--- src/design/spreadsheet_serial_to_datetime_assert.svh ---
// assertion macros for the spreadsheet serial to date and time converter
`ifndef SPREADSHEET_SERIAL_TO_DATETIME_ASSERT_SVH
`define SPREADSHEET_SERIAL_TO_DATETIME_ASSERT_SVH
`ifndef NO_ASSERTIONS
// same-cycle implication
`define SSDT_ASSERT_IMP(label, clk, rst, ante, cons) \
  label: assert property (@(posedge clk) disable iff (rst) (ante) |-> (cons)) \
    else $error("ssdt assertion failed");
// next-cycle implication
`define SSDT_ASSERT_NXT(label, clk, rst, ante, cons) \
  label: assert property (@(posedge clk) disable iff (rst) (ante) |=> (cons)) \
    else $error("ssdt assertion failed");
`else
`define SSDT_ASSERT_IMP(label, clk, rst, ante, cons)
`define SSDT_ASSERT_NXT(label, clk, rst, ante, cons)
`endif
`endif

--- src/design/ssdt_pkg.sv ---
// shared types, constants and tables for the serial to date and time converter
package ssdt_pkg;

  typedef struct packed {
    logic [21:0] day_number;
    logic [31:0] day_fraction;
  } serial_t;

  typedef struct packed {
    logic [13:0] year;
    logic [3:0]  month;
    logic [4:0]  day_of_month;
    logic [4:0]  hour;
    logic [5:0]  minute;
    logic [5:0]  second_of_minute;
  } stamp_t;

  localparam int NUM_STAGES = 10;
  typedef logic [NUM_STAGES-1:0] stage_en_t;

  // day number handling
  localparam logic [21:0] DAY_NUMBER_MAX = 22'd2958465;
  localparam logic [21:0] BOGUS_LEAP_DAY = 22'd60;
  localparam logic [21:0] FIRST_SHIFTED  = 22'd61;
  // era base offset minus the 1970 offset (719468 - 25567)
  localparam logic [21:0] ERA_BASE_SHIFT = 22'd693901;

  localparam longint unsigned DaysPerEra = 64'd146097;
  localparam logic [21:0] DAYS_PER_ERA    = 22'(DaysPerEra);
  localparam logic [17:0] DAYS_PER_ERA_M1 = 18'(DaysPerEra - 64'd1);

  // reciprocals for exact division by constants: q = (x * ceil(2^k / d)) >> k,
  // exact while 2^k >= xmax * d
  localparam int ERA_SHIFT = 40;
  localparam logic [22:0] ERA_RECIP =
    23'(((64'd1 << ERA_SHIFT) + DaysPerEra - 64'd1) / DaysPerEra);
  localparam int Q1460_SHIFT = 28;
  localparam logic [17:0] Q1460_RECIP = 18'(((64'd1 << Q1460_SHIFT) + 64'd1459) / 64'd1460);
  localparam int Q36524_SHIFT = 33;
  localparam logic [17:0] Q36524_RECIP =
    18'(((64'd1 << Q36524_SHIFT) + 64'd36523) / 64'd36524);
  localparam int Q365_SHIFT = 26;
  localparam logic [17:0] Q365_RECIP = 18'(((64'd1 << Q365_SHIFT) + 64'd364) / 64'd365);
  localparam int Q100_SHIFT = 16;
  localparam logic [9:0] Q100_RECIP = 10'(((64'd1 << Q100_SHIFT) + 64'd99) / 64'd100);
  localparam int Q153_SHIFT = 19;
  localparam logic [11:0] Q153_RECIP = 12'(((64'd1 << Q153_SHIFT) + 64'd152) / 64'd153);
  localparam int Q3600_SHIFT = 29;
  localparam logic [17:0] Q3600_RECIP =
    18'(((64'd1 << Q3600_SHIFT) + 64'd3599) / 64'd3600);
  localparam int Q60_SHIFT = 18;
  localparam logic [12:0] Q60_RECIP = 13'(((64'd1 << Q60_SHIFT) + 64'd59) / 64'd60);

  localparam logic [16:0] SECONDS_PER_DAY = 17'd86400;
  // 86400 = 675 * 128
  localparam logic [9:0] SECONDS_ODD_FACTOR = 10'd675;

  // first day of year (march-based) for each shifted month, (153 * mp + 2) / 5
  function automatic logic [8:0] month_start(input logic [3:0] mp);
    logic [8:0] r;
    unique case (mp)
      4'd0:    r = 9'd0;
      4'd1:    r = 9'd31;
      4'd2:    r = 9'd61;
      4'd3:    r = 9'd92;
      4'd4:    r = 9'd122;
      4'd5:    r = 9'd153;
      4'd6:    r = 9'd184;
      4'd7:    r = 9'd214;
      4'd8:    r = 9'd245;
      4'd9:    r = 9'd275;
      4'd10:   r = 9'd306;
      4'd11:   r = 9'd337;
      default: r = 9'd0;
    endcase
    return r;
  endfunction

endpackage

--- src/design/ssdt_date.sv ---
// date datapath: day number to year, month and day over ten pipeline stages
module ssdt_date (
  input  logic                clk,
  input  logic [21:0]         day_number,
  input  ssdt_pkg::stage_en_t en,
  output logic [13:0]         year,
  output logic [3:0]          month,
  output logic [4:0]          day_of_month
);
  import ssdt_pkg::*;

  logic [21:0] sat;
  logic [21:0] z_next;
  logic [21:0] s0_z;

  logic [44:0] era_prod;
  logic [21:0] s1_z;
  logic [4:0]  s1_era;

  logic [21:0] era_days;
  logic [17:0] s2_doe;
  logic [4:0]  s2_era;

  logic [35:0] p1460;
  logic [35:0] p36524;
  logic [17:0] s3_doe;
  logic [6:0]  s3_q1460;
  logic [2:0]  s3_q36524;
  logic        s3_full;
  logic [4:0]  s3_era;

  logic [17:0] t_next;
  logic [17:0] s4_t;
  logic [17:0] s4_doe;
  logic [4:0]  s4_era;

  logic [35:0] p365;
  logic [8:0]  s5_yoe;
  logic [17:0] s5_doe;
  logic [4:0]  s5_era;

  logic [18:0] p100;
  logic [1:0]  s6_y100;
  logic [17:0] s6_y365;
  logic [8:0]  s6_yoe;
  logic [17:0] s6_doe;
  logic [4:0]  s6_era;

  logic [17:0] year_days;
  logic [8:0]  s7_doy;
  logic [8:0]  s7_yoe;
  logic [4:0]  s7_era;

  logic [10:0] mp_num;
  logic [22:0] p153;
  logic [3:0]  s8_mp;
  logic [8:0]  s8_doy;
  logic [8:0]  s8_yoe;
  logic [4:0]  s8_era;

  logic [4:0]  dom_next;
  logic [3:0]  month_next;
  logic [13:0] year_next;

  // saturate and fold in the bogus leap day
  always_comb begin
    sat = (day_number > DAY_NUMBER_MAX) ? DAY_NUMBER_MAX : day_number;
    priority if (sat >= FIRST_SHIFTED) begin
      z_next = sat + ERA_BASE_SHIFT - 22'd2;
    end else if (sat == BOGUS_LEAP_DAY) begin
      z_next = ERA_BASE_SHIFT + 22'd58;
    end else begin
      z_next = sat + ERA_BASE_SHIFT - 22'd1;
    end
  end

  assign era_prod  = 45'(s0_z) * 45'(ERA_RECIP);
  assign era_days  = 22'(s1_era) * DAYS_PER_ERA;
  assign p1460     = 36'(s2_doe) * 36'(Q1460_RECIP);
  assign p36524    = 36'(s2_doe) * 36'(Q36524_RECIP);
  assign t_next    = s3_doe - 18'(s3_q1460) + 18'(s3_q36524) - 18'(s3_full);
  assign p365      = 36'(s4_t) * 36'(Q365_RECIP);
  assign p100      = 19'(s5_yoe) * 19'(Q100_RECIP);
  assign year_days = s6_y365 + 18'(s6_yoe[8:2]) - 18'(s6_y100);
  assign mp_num    = 11'(s7_doy) * 11'd5 + 11'd2;
  assign p153      = 23'(mp_num) * 23'(Q153_RECIP);

  always_comb begin
    dom_next   = 5'(s8_doy - month_start(s8_mp) + 9'd1);
    month_next = (s8_mp < 4'd10) ? s8_mp + 4'd3 : s8_mp - 4'd9;
    year_next  = 14'(s8_yoe) + 14'(s8_era) * 14'd400 + 14'(month_next <= 4'd2);
  end

  always_ff @(posedge clk) begin
    if (en[0]) begin
      s0_z <= z_next;
    end
    if (en[1]) begin
      s1_z   <= s0_z;
      s1_era <= era_prod[ERA_SHIFT +: 5];
    end
    if (en[2]) begin
      s2_doe <= 18'(s1_z - era_days);
      s2_era <= s1_era;
    end
    if (en[3]) begin
      s3_doe    <= s2_doe;
      s3_q1460  <= p1460[Q1460_SHIFT +: 7];
      s3_q36524 <= p36524[Q36524_SHIFT +: 3];
      s3_full   <= (s2_doe == DAYS_PER_ERA_M1);
      s3_era    <= s2_era;
    end
    if (en[4]) begin
      s4_t   <= t_next;
      s4_doe <= s3_doe;
      s4_era <= s3_era;
    end
    if (en[5]) begin
      s5_yoe <= p365[Q365_SHIFT +: 9];
      s5_doe <= s4_doe;
      s5_era <= s4_era;
    end
    if (en[6]) begin
      s6_y100 <= p100[Q100_SHIFT +: 2];
      s6_y365 <= 18'(s5_yoe) * 18'd365;
      s6_yoe  <= s5_yoe;
      s6_doe  <= s5_doe;
      s6_era  <= s5_era;
    end
    if (en[7]) begin
      s7_doy <= 9'(s6_doe - year_days);
      s7_yoe <= s6_yoe;
      s7_era <= s6_era;
    end
    if (en[8]) begin
      s8_mp  <= p153[Q153_SHIFT +: 4];
      s8_doy <= s7_doy;
      s8_yoe <= s7_yoe;
      s8_era <= s7_era;
    end
    if (en[9]) begin
      year         <= year_next;
      month        <= month_next;
      day_of_month <= dom_next;
    end
  end

endmodule

--- src/design/ssdt_time.sv ---
// time datapath: day fraction to rounded hour, minute and second
module ssdt_time #(
  parameter int FRACTION_BITS = 32
) (
  input  logic                clk,
  input  logic [31:0]         day_fraction,
  input  ssdt_pkg::stage_en_t en,
  output logic [4:0]          hour,
  output logic [5:0]          minute,
  output logic [5:0]          second_of_minute
);
  import ssdt_pkg::*;

  localparam int DLY = NUM_STAGES - 6;
  localparam int SecShift = FRACTION_BITS - 7;
  localparam logic [42:0] HALF = 43'd1 << (FRACTION_BITS - 8);
  localparam logic [31:0] FRAC_MASK =
    (FRACTION_BITS >= 32) ? 32'hFFFF_FFFF : 32'((64'd1 << FRACTION_BITS) - 64'd1);

  logic [41:0] s0_prod;
  logic [42:0] rounded;
  logic [42:0] shifted;
  logic [16:0] raw;
  logic [16:0] s1_secs;
  logic [34:0] p3600;
  logic [16:0] s2_secs;
  logic [4:0]  s2_hour;
  logic [11:0] s3_rem;
  logic [4:0]  s3_hour;
  logic [24:0] p60;
  logic [11:0] s4_rem;
  logic [5:0]  s4_minute;
  logic [4:0]  s4_hour;
  logic [16:0] s5_hms;
  logic [16:0] dly [DLY];

  assign rounded = 43'(s0_prod) + HALF;
  assign shifted = rounded >> SecShift;
  assign raw     = shifted[16:0];
  assign p3600   = 35'(s1_secs) * 35'(Q3600_RECIP);
  assign p60     = 25'(s3_rem) * 25'(Q60_RECIP);

  always_ff @(posedge clk) begin
    if (en[0]) begin
      s0_prod <= 42'(day_fraction & FRAC_MASK) * 42'(SECONDS_ODD_FACTOR);
    end
    if (en[1]) begin
      // a full-day round wraps to midnight
      s1_secs <= (raw >= SECONDS_PER_DAY) ? raw - SECONDS_PER_DAY : raw;
    end
    if (en[2]) begin
      s2_secs <= s1_secs;
      s2_hour <= p3600[Q3600_SHIFT +: 5];
    end
    if (en[3]) begin
      s3_rem  <= 12'(s2_secs - 17'(s2_hour) * 17'd3600);
      s3_hour <= s2_hour;
    end
    if (en[4]) begin
      s4_rem    <= s3_rem;
      s4_minute <= p60[Q60_SHIFT +: 6];
      s4_hour   <= s3_hour;
    end
    if (en[5]) begin
      s5_hms <= {s4_hour, s4_minute, 6'(s4_rem - 12'(s4_minute) * 12'd60)};
    end
    for (int k = 0; k < DLY; k++) begin
      if (en[6 + k]) begin
        dly[k] <= (k == 0) ? s5_hms : dly[(k == 0) ? 0 : k - 1];
      end
    end
  end

  assign {hour, minute, second_of_minute} = dly[DLY-1];

endmodule

--- src/design/spreadsheet_serial_to_datetime.sv ---
// Spreadsheet 1900-system serial to calendar date and time of day. One beat on
// the serial channel (whole day number plus unsigned Q0.FRACTION_BITS day
// fraction) gives one beat on the stamp channel with year, month, day, hour,
// minute and second. The block is a ten-stage pipeline with at most two constant
// multiplies per stage: it takes a new beat every cycle unless back pressure has
// filled it, and each result passes through the stage registers in order to the
// stamp side, held back while the stamp side holds ready low. Stalls collapse
// bubbles stage by stage, so serial_ready drops only when all ten stages hold
// a result. Day 60 (the non-existent 1900-02-29) reads as Feb 28, days above
// 2958465 saturate to 9999-12-31, and a fraction that rounds to a full day
// reads as 00:00:00 on the same date.
`include "spreadsheet_serial_to_datetime_assert.svh"

module spreadsheet_serial_to_datetime #(
  parameter int FRACTION_BITS = 32
) (
  input  logic              clk,
  input  logic              rst,
  input  logic              serial_valid,
  output logic              serial_ready,
  input  ssdt_pkg::serial_t serial,
  output logic              stamp_valid,
  input  logic              stamp_ready,
  output ssdt_pkg::stamp_t  stamp
);
  import ssdt_pkg::*;

  // per-stage valid bits and advance enables
  logic [NUM_STAGES-1:0] v;
  stage_en_t             en;

  // stamp field range flags for the checks below
  logic                  date_in_range;
  logic                  time_in_range;

  // a stage may load when it is empty or its content moves on
  always_comb begin
    en[NUM_STAGES-1] = !v[NUM_STAGES-1] || stamp_ready;
    for (int k = NUM_STAGES - 2; k >= 0; k--) begin
      en[k] = !v[k] || en[k+1];
    end
  end

  always_ff @(posedge clk) begin
    if (rst) begin
      v <= '0;
    end else begin
      if (en[0]) begin
        v[0] <= serial_valid;
      end
      for (int k = 1; k < NUM_STAGES; k++) begin
        if (en[k]) begin
          v[k] <= v[k-1];
        end
      end
    end
  end

  assign serial_ready = en[0];
  assign stamp_valid  = v[NUM_STAGES-1];

  // calendar date path
  ssdt_date u_date (
    .clk          (clk),
    .day_number   (serial.day_number),
    .en           (en),
    .year         (stamp.year),
    .month        (stamp.month),
    .day_of_month (stamp.day_of_month)
  );

  // time of day path, padded to the same depth
  ssdt_time #(
    .FRACTION_BITS (FRACTION_BITS)
  ) u_time (
    .clk              (clk),
    .day_fraction     (serial.day_fraction),
    .en               (en),
    .hour             (stamp.hour),
    .minute           (stamp.minute),
    .second_of_minute (stamp.second_of_minute)
  );

  assign date_in_range = stamp.month >= 4'd1 && stamp.month <= 4'd12 &&
                         stamp.day_of_month >= 5'd1;
  assign time_in_range = stamp.hour <= 5'd23 && stamp.minute <= 6'd59 &&
                         stamp.second_of_minute <= 6'd59;

  // back pressure only when every stage is occupied
  `SSDT_ASSERT_IMP(a_ready_only_full, clk, rst, !serial_ready, &v)
  // an accepted beat lands in the first stage
  `SSDT_ASSERT_NXT(a_accept_loads, clk, rst, serial_valid && serial_ready, v[0])
  // date fields stay in calendar range
  `SSDT_ASSERT_IMP(a_date_range, clk, rst, stamp_valid, date_in_range)
  // time fields stay in range after the midnight wrap
  `SSDT_ASSERT_IMP(a_time_range, clk, rst, stamp_valid, time_in_range)

endmodule

--- config.mk ---
export PLATFORM = sky130hd
export DESIGN_NAME = spreadsheet_serial_to_datetime
export DESIGN_NICKNAME = d
export VERILOG_FILES = /design/src/design/ssdt_pkg.sv /design/src/design/ssdt_date.sv /design/src/design/ssdt_time.sv /design/src/design/spreadsheet_serial_to_datetime.sv
export VERILOG_INCLUDE_DIRS = /design/src /design/src/design
export SDC_FILE = /design/constraint.sdc
export NUM_CORES = 2
export LEC_CHECK = 0
export ABC_AREA = 1
export BUFFER_PORTS_ARGS = -buffer_cell sky130_fd_sc_hd__clkbuf_2
export CAP_MARGIN = 20
export CORE_MARGIN = 3
export CORE_UTILIZATION = 40
export CTS_BUF_LIST = sky130_fd_sc_hd__clkbuf_4 sky130_fd_sc_hd__clkbuf_8
export DETAILED_ROUTE_END_ITERATION = 8
export PLACE_DENSITY = 0.62
export SLEW_MARGIN = 20
export SYNTH_ARGS = -nofsm -noshare
export SYNTH_HDL_FRONTEND = slang
export SYNTH_SLANG_ARGS = --single-unit
--- constraint.sdc ---
create_clock -name clk -period 12.15 [get_ports clk]
set_input_delay 0.6075 -clock clk [delete_from_list [all_inputs] [get_ports clk]]
set_output_delay 0.6075 -clock clk [all_outputs]
set_load 0.1 [all_outputs]
-- Word level (Yosys, flattened, before mapping)
Memories as Yosys holds them, arrays and structs flattened. A register that Yosys moved wholly into a read port is not among the register bits.
Index checks and enable logic that the tools add are counted.
- bits in registers: 397
- bits in latches: 0
- RAM bits: 68
- bits in read-only memories: 144
- output and inout port bits: 42
- word-level logic and storage cells: 130
- memories kept: 2
- add/subtract/negate cells: 21
- $mul: 15
- div/mod/pow operators: 0
- magnitude comparators: 5
- equal/unequal tests: 2
- shift operators: 0
- mux-type cells: 14
- bitwise logic cells: 0
- reduce and logical (&&, ||, !) cells: 20
- memory list (memory ; words ; bits a word ; rd ports ; clocked after memory_dff ; write ports ; RTL line ; source):
    (no name shown) ; 16 ; 9 ; 1 ; 1 ; 0 ; ssdt_pkg.sv:61 ; unique case (mp)
    u_time.dly ; 4 ; 17 ; 4 ; 0 ; 4 ; ssdt_time.sv:35 ; logic [16:0] dly [DLY];
- operator list (cell ; count):
    $mul 18x16->33 const B ; 2
    $mux 22 ; 3
    $mul 22x22->44 const B ; 1
    $add 42x25->42 const B ; 1
    $mul 32x10->42 const B ; 1
    $mul 18x18->36 const B ; 1
    $mul 17x18->34 const B ; 1
    $mul 11x12->23 const B ; 1
    $mul 12x12->23 const B ; 1
    $add 22x20->22 const B ; 1
    $eq 22x6->1 const B ; 1
    $ge 22x6->1 const B ; 1
    $gt 22x22->1 const B ; 1
    $sub 22x1->22 const B ; 1
    $sub 22x2->22 const B ; 1
    $add 18x3->18 ; 1
    $eq 18x18->1 const B ; 1
    $mul 5x18->18 const B ; 1
    $sub 18x1->18 ; 1
    $sub 18x18->18 ; 1
    $sub 18x7->18 ; 1
    $ge 17x17->1 const B ; 1
    $mux 17 ; 1
    $sub 17x17->17 const B ; 1
    other kinds (24) ; 50

-- Logic depth before layout (Yosys ltp)
- depth in word-level cells: 11
- mapped depth: 38
- gate-level depth less buffers: 38

-- Cells and area by module
From an unflattened synthesis, not the netlist that was laid out.
- cell total of the unflattened synthesis: 5930
- area total of the unflattened synthesis: 59931.2 µm²
- modules (own cells, without submodules) (module ; times used ; cells an instance ; area an instance (µm²) ; sequential area each (µm²)):
    ssdt_date ; 1 ; 4047 ; 41436.0 ; 7847.5
    ssdt_time ; 1 ; 1838 ; 18094.9 ; 5134.9
    spreadsheet_serial_to_datetime ; 1 ; 45 ; 400.4 ; 200.2

-- Least setup slack after synthesis
Ideal clock, no wire load.
- path kind: register -> output
- from: register v[9]
- to: output port serial_ready
- data arrival time: 10.391 ns
- slack: 1.151 ns
- cell stages (with the launch flop): 20
- cells stage by stage: dfxtp_1 inv_1 nor2_1 inv_1 nor2_1 clkinv_1 nor2_1 inv_1 nor2_1 inv_1 nor2_1 inv_1 nor2_1 inv_1 nor2_1 inv_1 nor2_1 inv_1 nor2_1 nand2_1
- word-level cells in the longest chain between the ends: 11
- ends and longest elaborated chain (element ; RTL line ; source):
    from (decl) ; spreadsheet_serial_to_datetime.sv:29 ; logic [NUM_STAGES-1:0] v;
    from (signal, indexed assignment) ; spreadsheet_serial_to_datetime.sv:53 ; v[k] <= v[k-1];
    $logic_not 1->1 ; spreadsheet_serial_to_datetime.sv:38 ; en[NUM_STAGES-1] = !v[NUM_STAGES-1] || stamp_ready;
    $logic_or 1x1->1 ; spreadsheet_serial_to_datetime.sv:38 ;
    named net en[9] ; spreadsheet_serial_to_datetime.sv:30 ; stage_en_t en;
    $logic_or 1x1->1 (2 in a row) ; spreadsheet_serial_to_datetime.sv:40 ; en[k] = !v[k] || en[k+1];
    named net en[7] ; spreadsheet_serial_to_datetime.sv:30 ;
    $logic_or 1x1->1 ; spreadsheet_serial_to_datetime.sv:40 ;
    named net en[6] ; spreadsheet_serial_to_datetime.sv:30 ;
    $logic_or 1x1->1 ; spreadsheet_serial_to_datetime.sv:40 ;
    named net en[5] ; spreadsheet_serial_to_datetime.sv:30 ;
    $logic_or 1x1->1 ; spreadsheet_serial_to_datetime.sv:40 ;
    named net en[4] ; spreadsheet_serial_to_datetime.sv:30 ;
    $logic_or 1x1->1 ; spreadsheet_serial_to_datetime.sv:40 ;
    named net en[3] ; spreadsheet_serial_to_datetime.sv:30 ;
    $logic_or 1x1->1 ; spreadsheet_serial_to_datetime.sv:40 ;
    named net en[2] ; spreadsheet_serial_to_datetime.sv:30 ;
    $logic_or 1x1->1 (2 in a row) ; spreadsheet_serial_to_datetime.sv:40 ;
    to (decl) ; spreadsheet_serial_to_datetime.sv:20 ; output logic serial_ready,
The timed path passes the listed nets, and every way through them passes these cells.

==> out/metrics.csv <==
stage,metric,value,unit
worst_setup_path,CP peak stage delay,0.59,ns
clock_network,Post-CTS Setup Bufs,0,
global_route,largest net degree at the start of global routing,54,
worst_setup_path,cell mode on critical path,nand2_1,
synthesis,asr flop ratio synth,0,
layout,number of diodes,0,
worst_setup_path,FF-to-FF setup slack,4.33,ns
synthesis,Netlist cell types,68,
sta,# setup viols final,0,
synthesis,Synth Instances,5756,
worst_setup_path,reg-to-reg startpoint,u_date.s7_doy[1],
place,Post-DP Area,0.06202,mm^2
worst_setup_path,Crit Path Max Fanout,8,
route,DR vias/cell,4.826,
sta,Final Hold Vio Count,0,
worst_setup_path,Setup CP Type,flop to flop,
clock_network,CTS Buffer Depth,3,
floorplan,Initial Utilization,0.4042,
worst_setup_path,Setup crit end kind,flop,
synthesis,Syn Std Cell Area,0.05905,mm^2
floorplan,core footprint,0.1461,mm^2
place,dpl ws,4.274,ns
synthesis,most common cell in the synthesized netlist,inv_1,
place,routability cong.,0.8881,
clock_network,post_cts resized,0,
synthesis,count of flip-flops with a built-in enable after synthesis,429,
route,router iterations before antenna repair,6,
sta,Worst-Margin Slew,0.9919,ns
sta,Max Clock Skew,0.04230,ns
clock_network,CTS tree,built,
synthesis,#FFs+latches synth,444,
sta,Final Critical Period,7.821,ns
worst_setup_path,WP data arrival,8.42,ns
layout,Final #Nets,7989,
clock_network,htree depth,3,
clock_network,latest clock arrival within the worst-skew pair,0.72,ns
global_route,Global Route Usage Sum,0.1675,
min_path,hold path startpoint,serial_valid,
run_status,status,completed,
sta,RSZ-0062 raised after global routing,false,
floorplan,DIE AREA,0.1523,mm^2
floorplan,chip height,390.2,um
min_path,hold path endpoint,v[0],
place,Port Buffers,99,
worst_setup_path,crit path launch type,flop,
sta,Final Hold Slack,0.1896,ns
floorplan,Die Wd,390.2,um
worst_setup_path,Critical Path Start,u_date.s7_doy[1],
worst_setup_path,slowest cell on the critical path,nor2_1,
synthesis,synthesized area per cell,10.26,um^2
sta,Max transition margin,0.3387,
sta,post-route setup slack,4.329,ns
synthesis,ranking of synthesized cells by area,"ha_1, fa_1, edfxtp_1",
layout,Area Growth Syn to Fin,7.611,%
synthesis,area share of the largest cell type after synthesis,0.2644,
run,max cap viols,0,
sta,max-slew violation count,0,
synthesis,syn_nets,7801,
global_route,antenna violations before repair,0,
synthesis,Commonest cells post-synth,"inv_1, ha_1, fa_1",
route,wire per inst,15.37,um
clock_network,"Reg clk slew, reported paths",0.06,ns
route,initial DRC count,1555,
route,vias,38190,
min_path,worst hold path class,input port to flop,
clock_network,Clock Tree Root,clkbuf_8,
clock_network,Sink Count,444,
synthesis,main flop type after synthesis,edfxtp_1,
sta,Max Fclk,127.9,MHz
floorplan,FP Rows,140,
worst_setup_path,"Data required, critical path",12.75,ns
synthesis,sequential area share after synthesis,0.2232,
clock_network,CTS Buf Count,74,
clock_network,hold buffers post-CTS,0,
sta,period utilization,0.6437,
route,Antenna Nets Post-Route,0,
place,Detailed Place HPWL,104000,um
synthesis,post-synth top area cell,ha_1,
layout,share of layout cells above drive strength 1,0.05437,
floorplan,I/O Pins,100,
worst_setup_path,r2r worst-path depth,35,
route,DRT Wirelength,121600,um
global_route,first-pass GRT wire length,207400,um
sta,setup TNS,0,ns
global_route,gr ovfl total,0,
global_route,number of global-route vias before repair,41160,
layout,final instance area,0.06354,mm^2
synthesis,Yosys warning total,0,
min_path,hold depth,3,
route,Residual DRC,0,
-- worst max path at each step --
stage,endpoint,cells after the start
after floorplan,serial_ready,19
after global placement,flop,35
after detailed placement,flop,35
after CTS,flop,35
after global routing,flop,35
final,flop,35
-- kinds of logic after synthesis --
group                      count (synthesis)  share of synthesized area
and+or+nand+nor                          994                    0.07490
xor gates and xnor gates                 218                    0.03259
adders and majority gates               1987                     0.5150
DFF                                      444                     0.2232
buffers and inverters                   1532                    0.09821
AOI/OAI and AO/OA                        581                    0.05609
-- metal layers --
metal / track usage / share of wire / vias up
met2: 0.2950 / 0.50 / 553
met3: 0.02046 / 0.032 / 139
li1: - / - / 18910
met5: 0 / 0 / -
met4: 0.03458 / 0.018 / 0
met1: 0.2214 / 0.46 / 18590
-- final cells by class --
class                           count  area (um^2)
Clock buffer                       98         1230
Clock inverter                     30        295.3
Fill cell                       14030        82550
Tap cell                         1917         2399
Sequential cell                   444        13180
Timing Repair Buffer              118        638.1
Inverter                         1526         5729
Multi-Input combinational cell   3780        40070
-- flip-flops by register name (all words and copies together) (netlist names), 7 cells and up, named ones only --
signal / cells
u_time.dly: 68
u_date.s0_z: 22
u_date.s1_z: 18
u_date.s2_doe: 18
u_date.s3_doe: 18
u_date.s4_t: 18
u_time.s0_prod: 18
u_time.s1_secs: 17
u_time.s5_hms: 17
u_date.year: 14
u_time.s2_secs: 12
u_time.s3_rem: 12
v: 10
u_date.s4_doe: 9
u_date.s5_doe: 9
u_date.s5_yoe: 9
u_date.s6_doe: 9
u_date.s6_yoe: 9
u_date.s7_doy: 9
u_date.s7_yoe: 9
u_date.s8_yoe: 9
u_date.s3_q1460: 7
u_date.s6_y365: 7
-- cells in the final DEF (no fill, tap or decap), types with 36 or more instances in the layout --
cell type and count:
a21oi_1 278, clkbuf_2 99, clkbuf_8 79, edfxtp_1 429
fa_1 739, ha_1 1248, inv_1 1506, nand2_1 470
nand3_1 117, nand4_1 46, nor2_1 223, nor3_1 36
o21ai_0 142, xnor2_1 80, xor2_1 136
-- through the flow --
step / utilization / std cells
after global placement: 0.4245 / 7785
final: 0.4350 / 7913
after CTS: 0.4350 / 7913
after global routing: 0.4350 / 7913
after floorplan: - / 5756
after detailed placement: 0.4245 / 7785
-- worst max-delay path: cells and delay by family, from the launching register on --
kind,cells,cell delay [ns]
xor gates and xnor gates,2,0.48
AOI/OAI and AO/OA,9,1.39
adders and majority gates,8,3.21
and+or+nand+nor,12,1.80
buffers and inverters,4,0.36
DFF,1,0.49
Power is not shown: default switching activity piles up to over one toggle a cycle in this logic, so the estimate is an artifact.
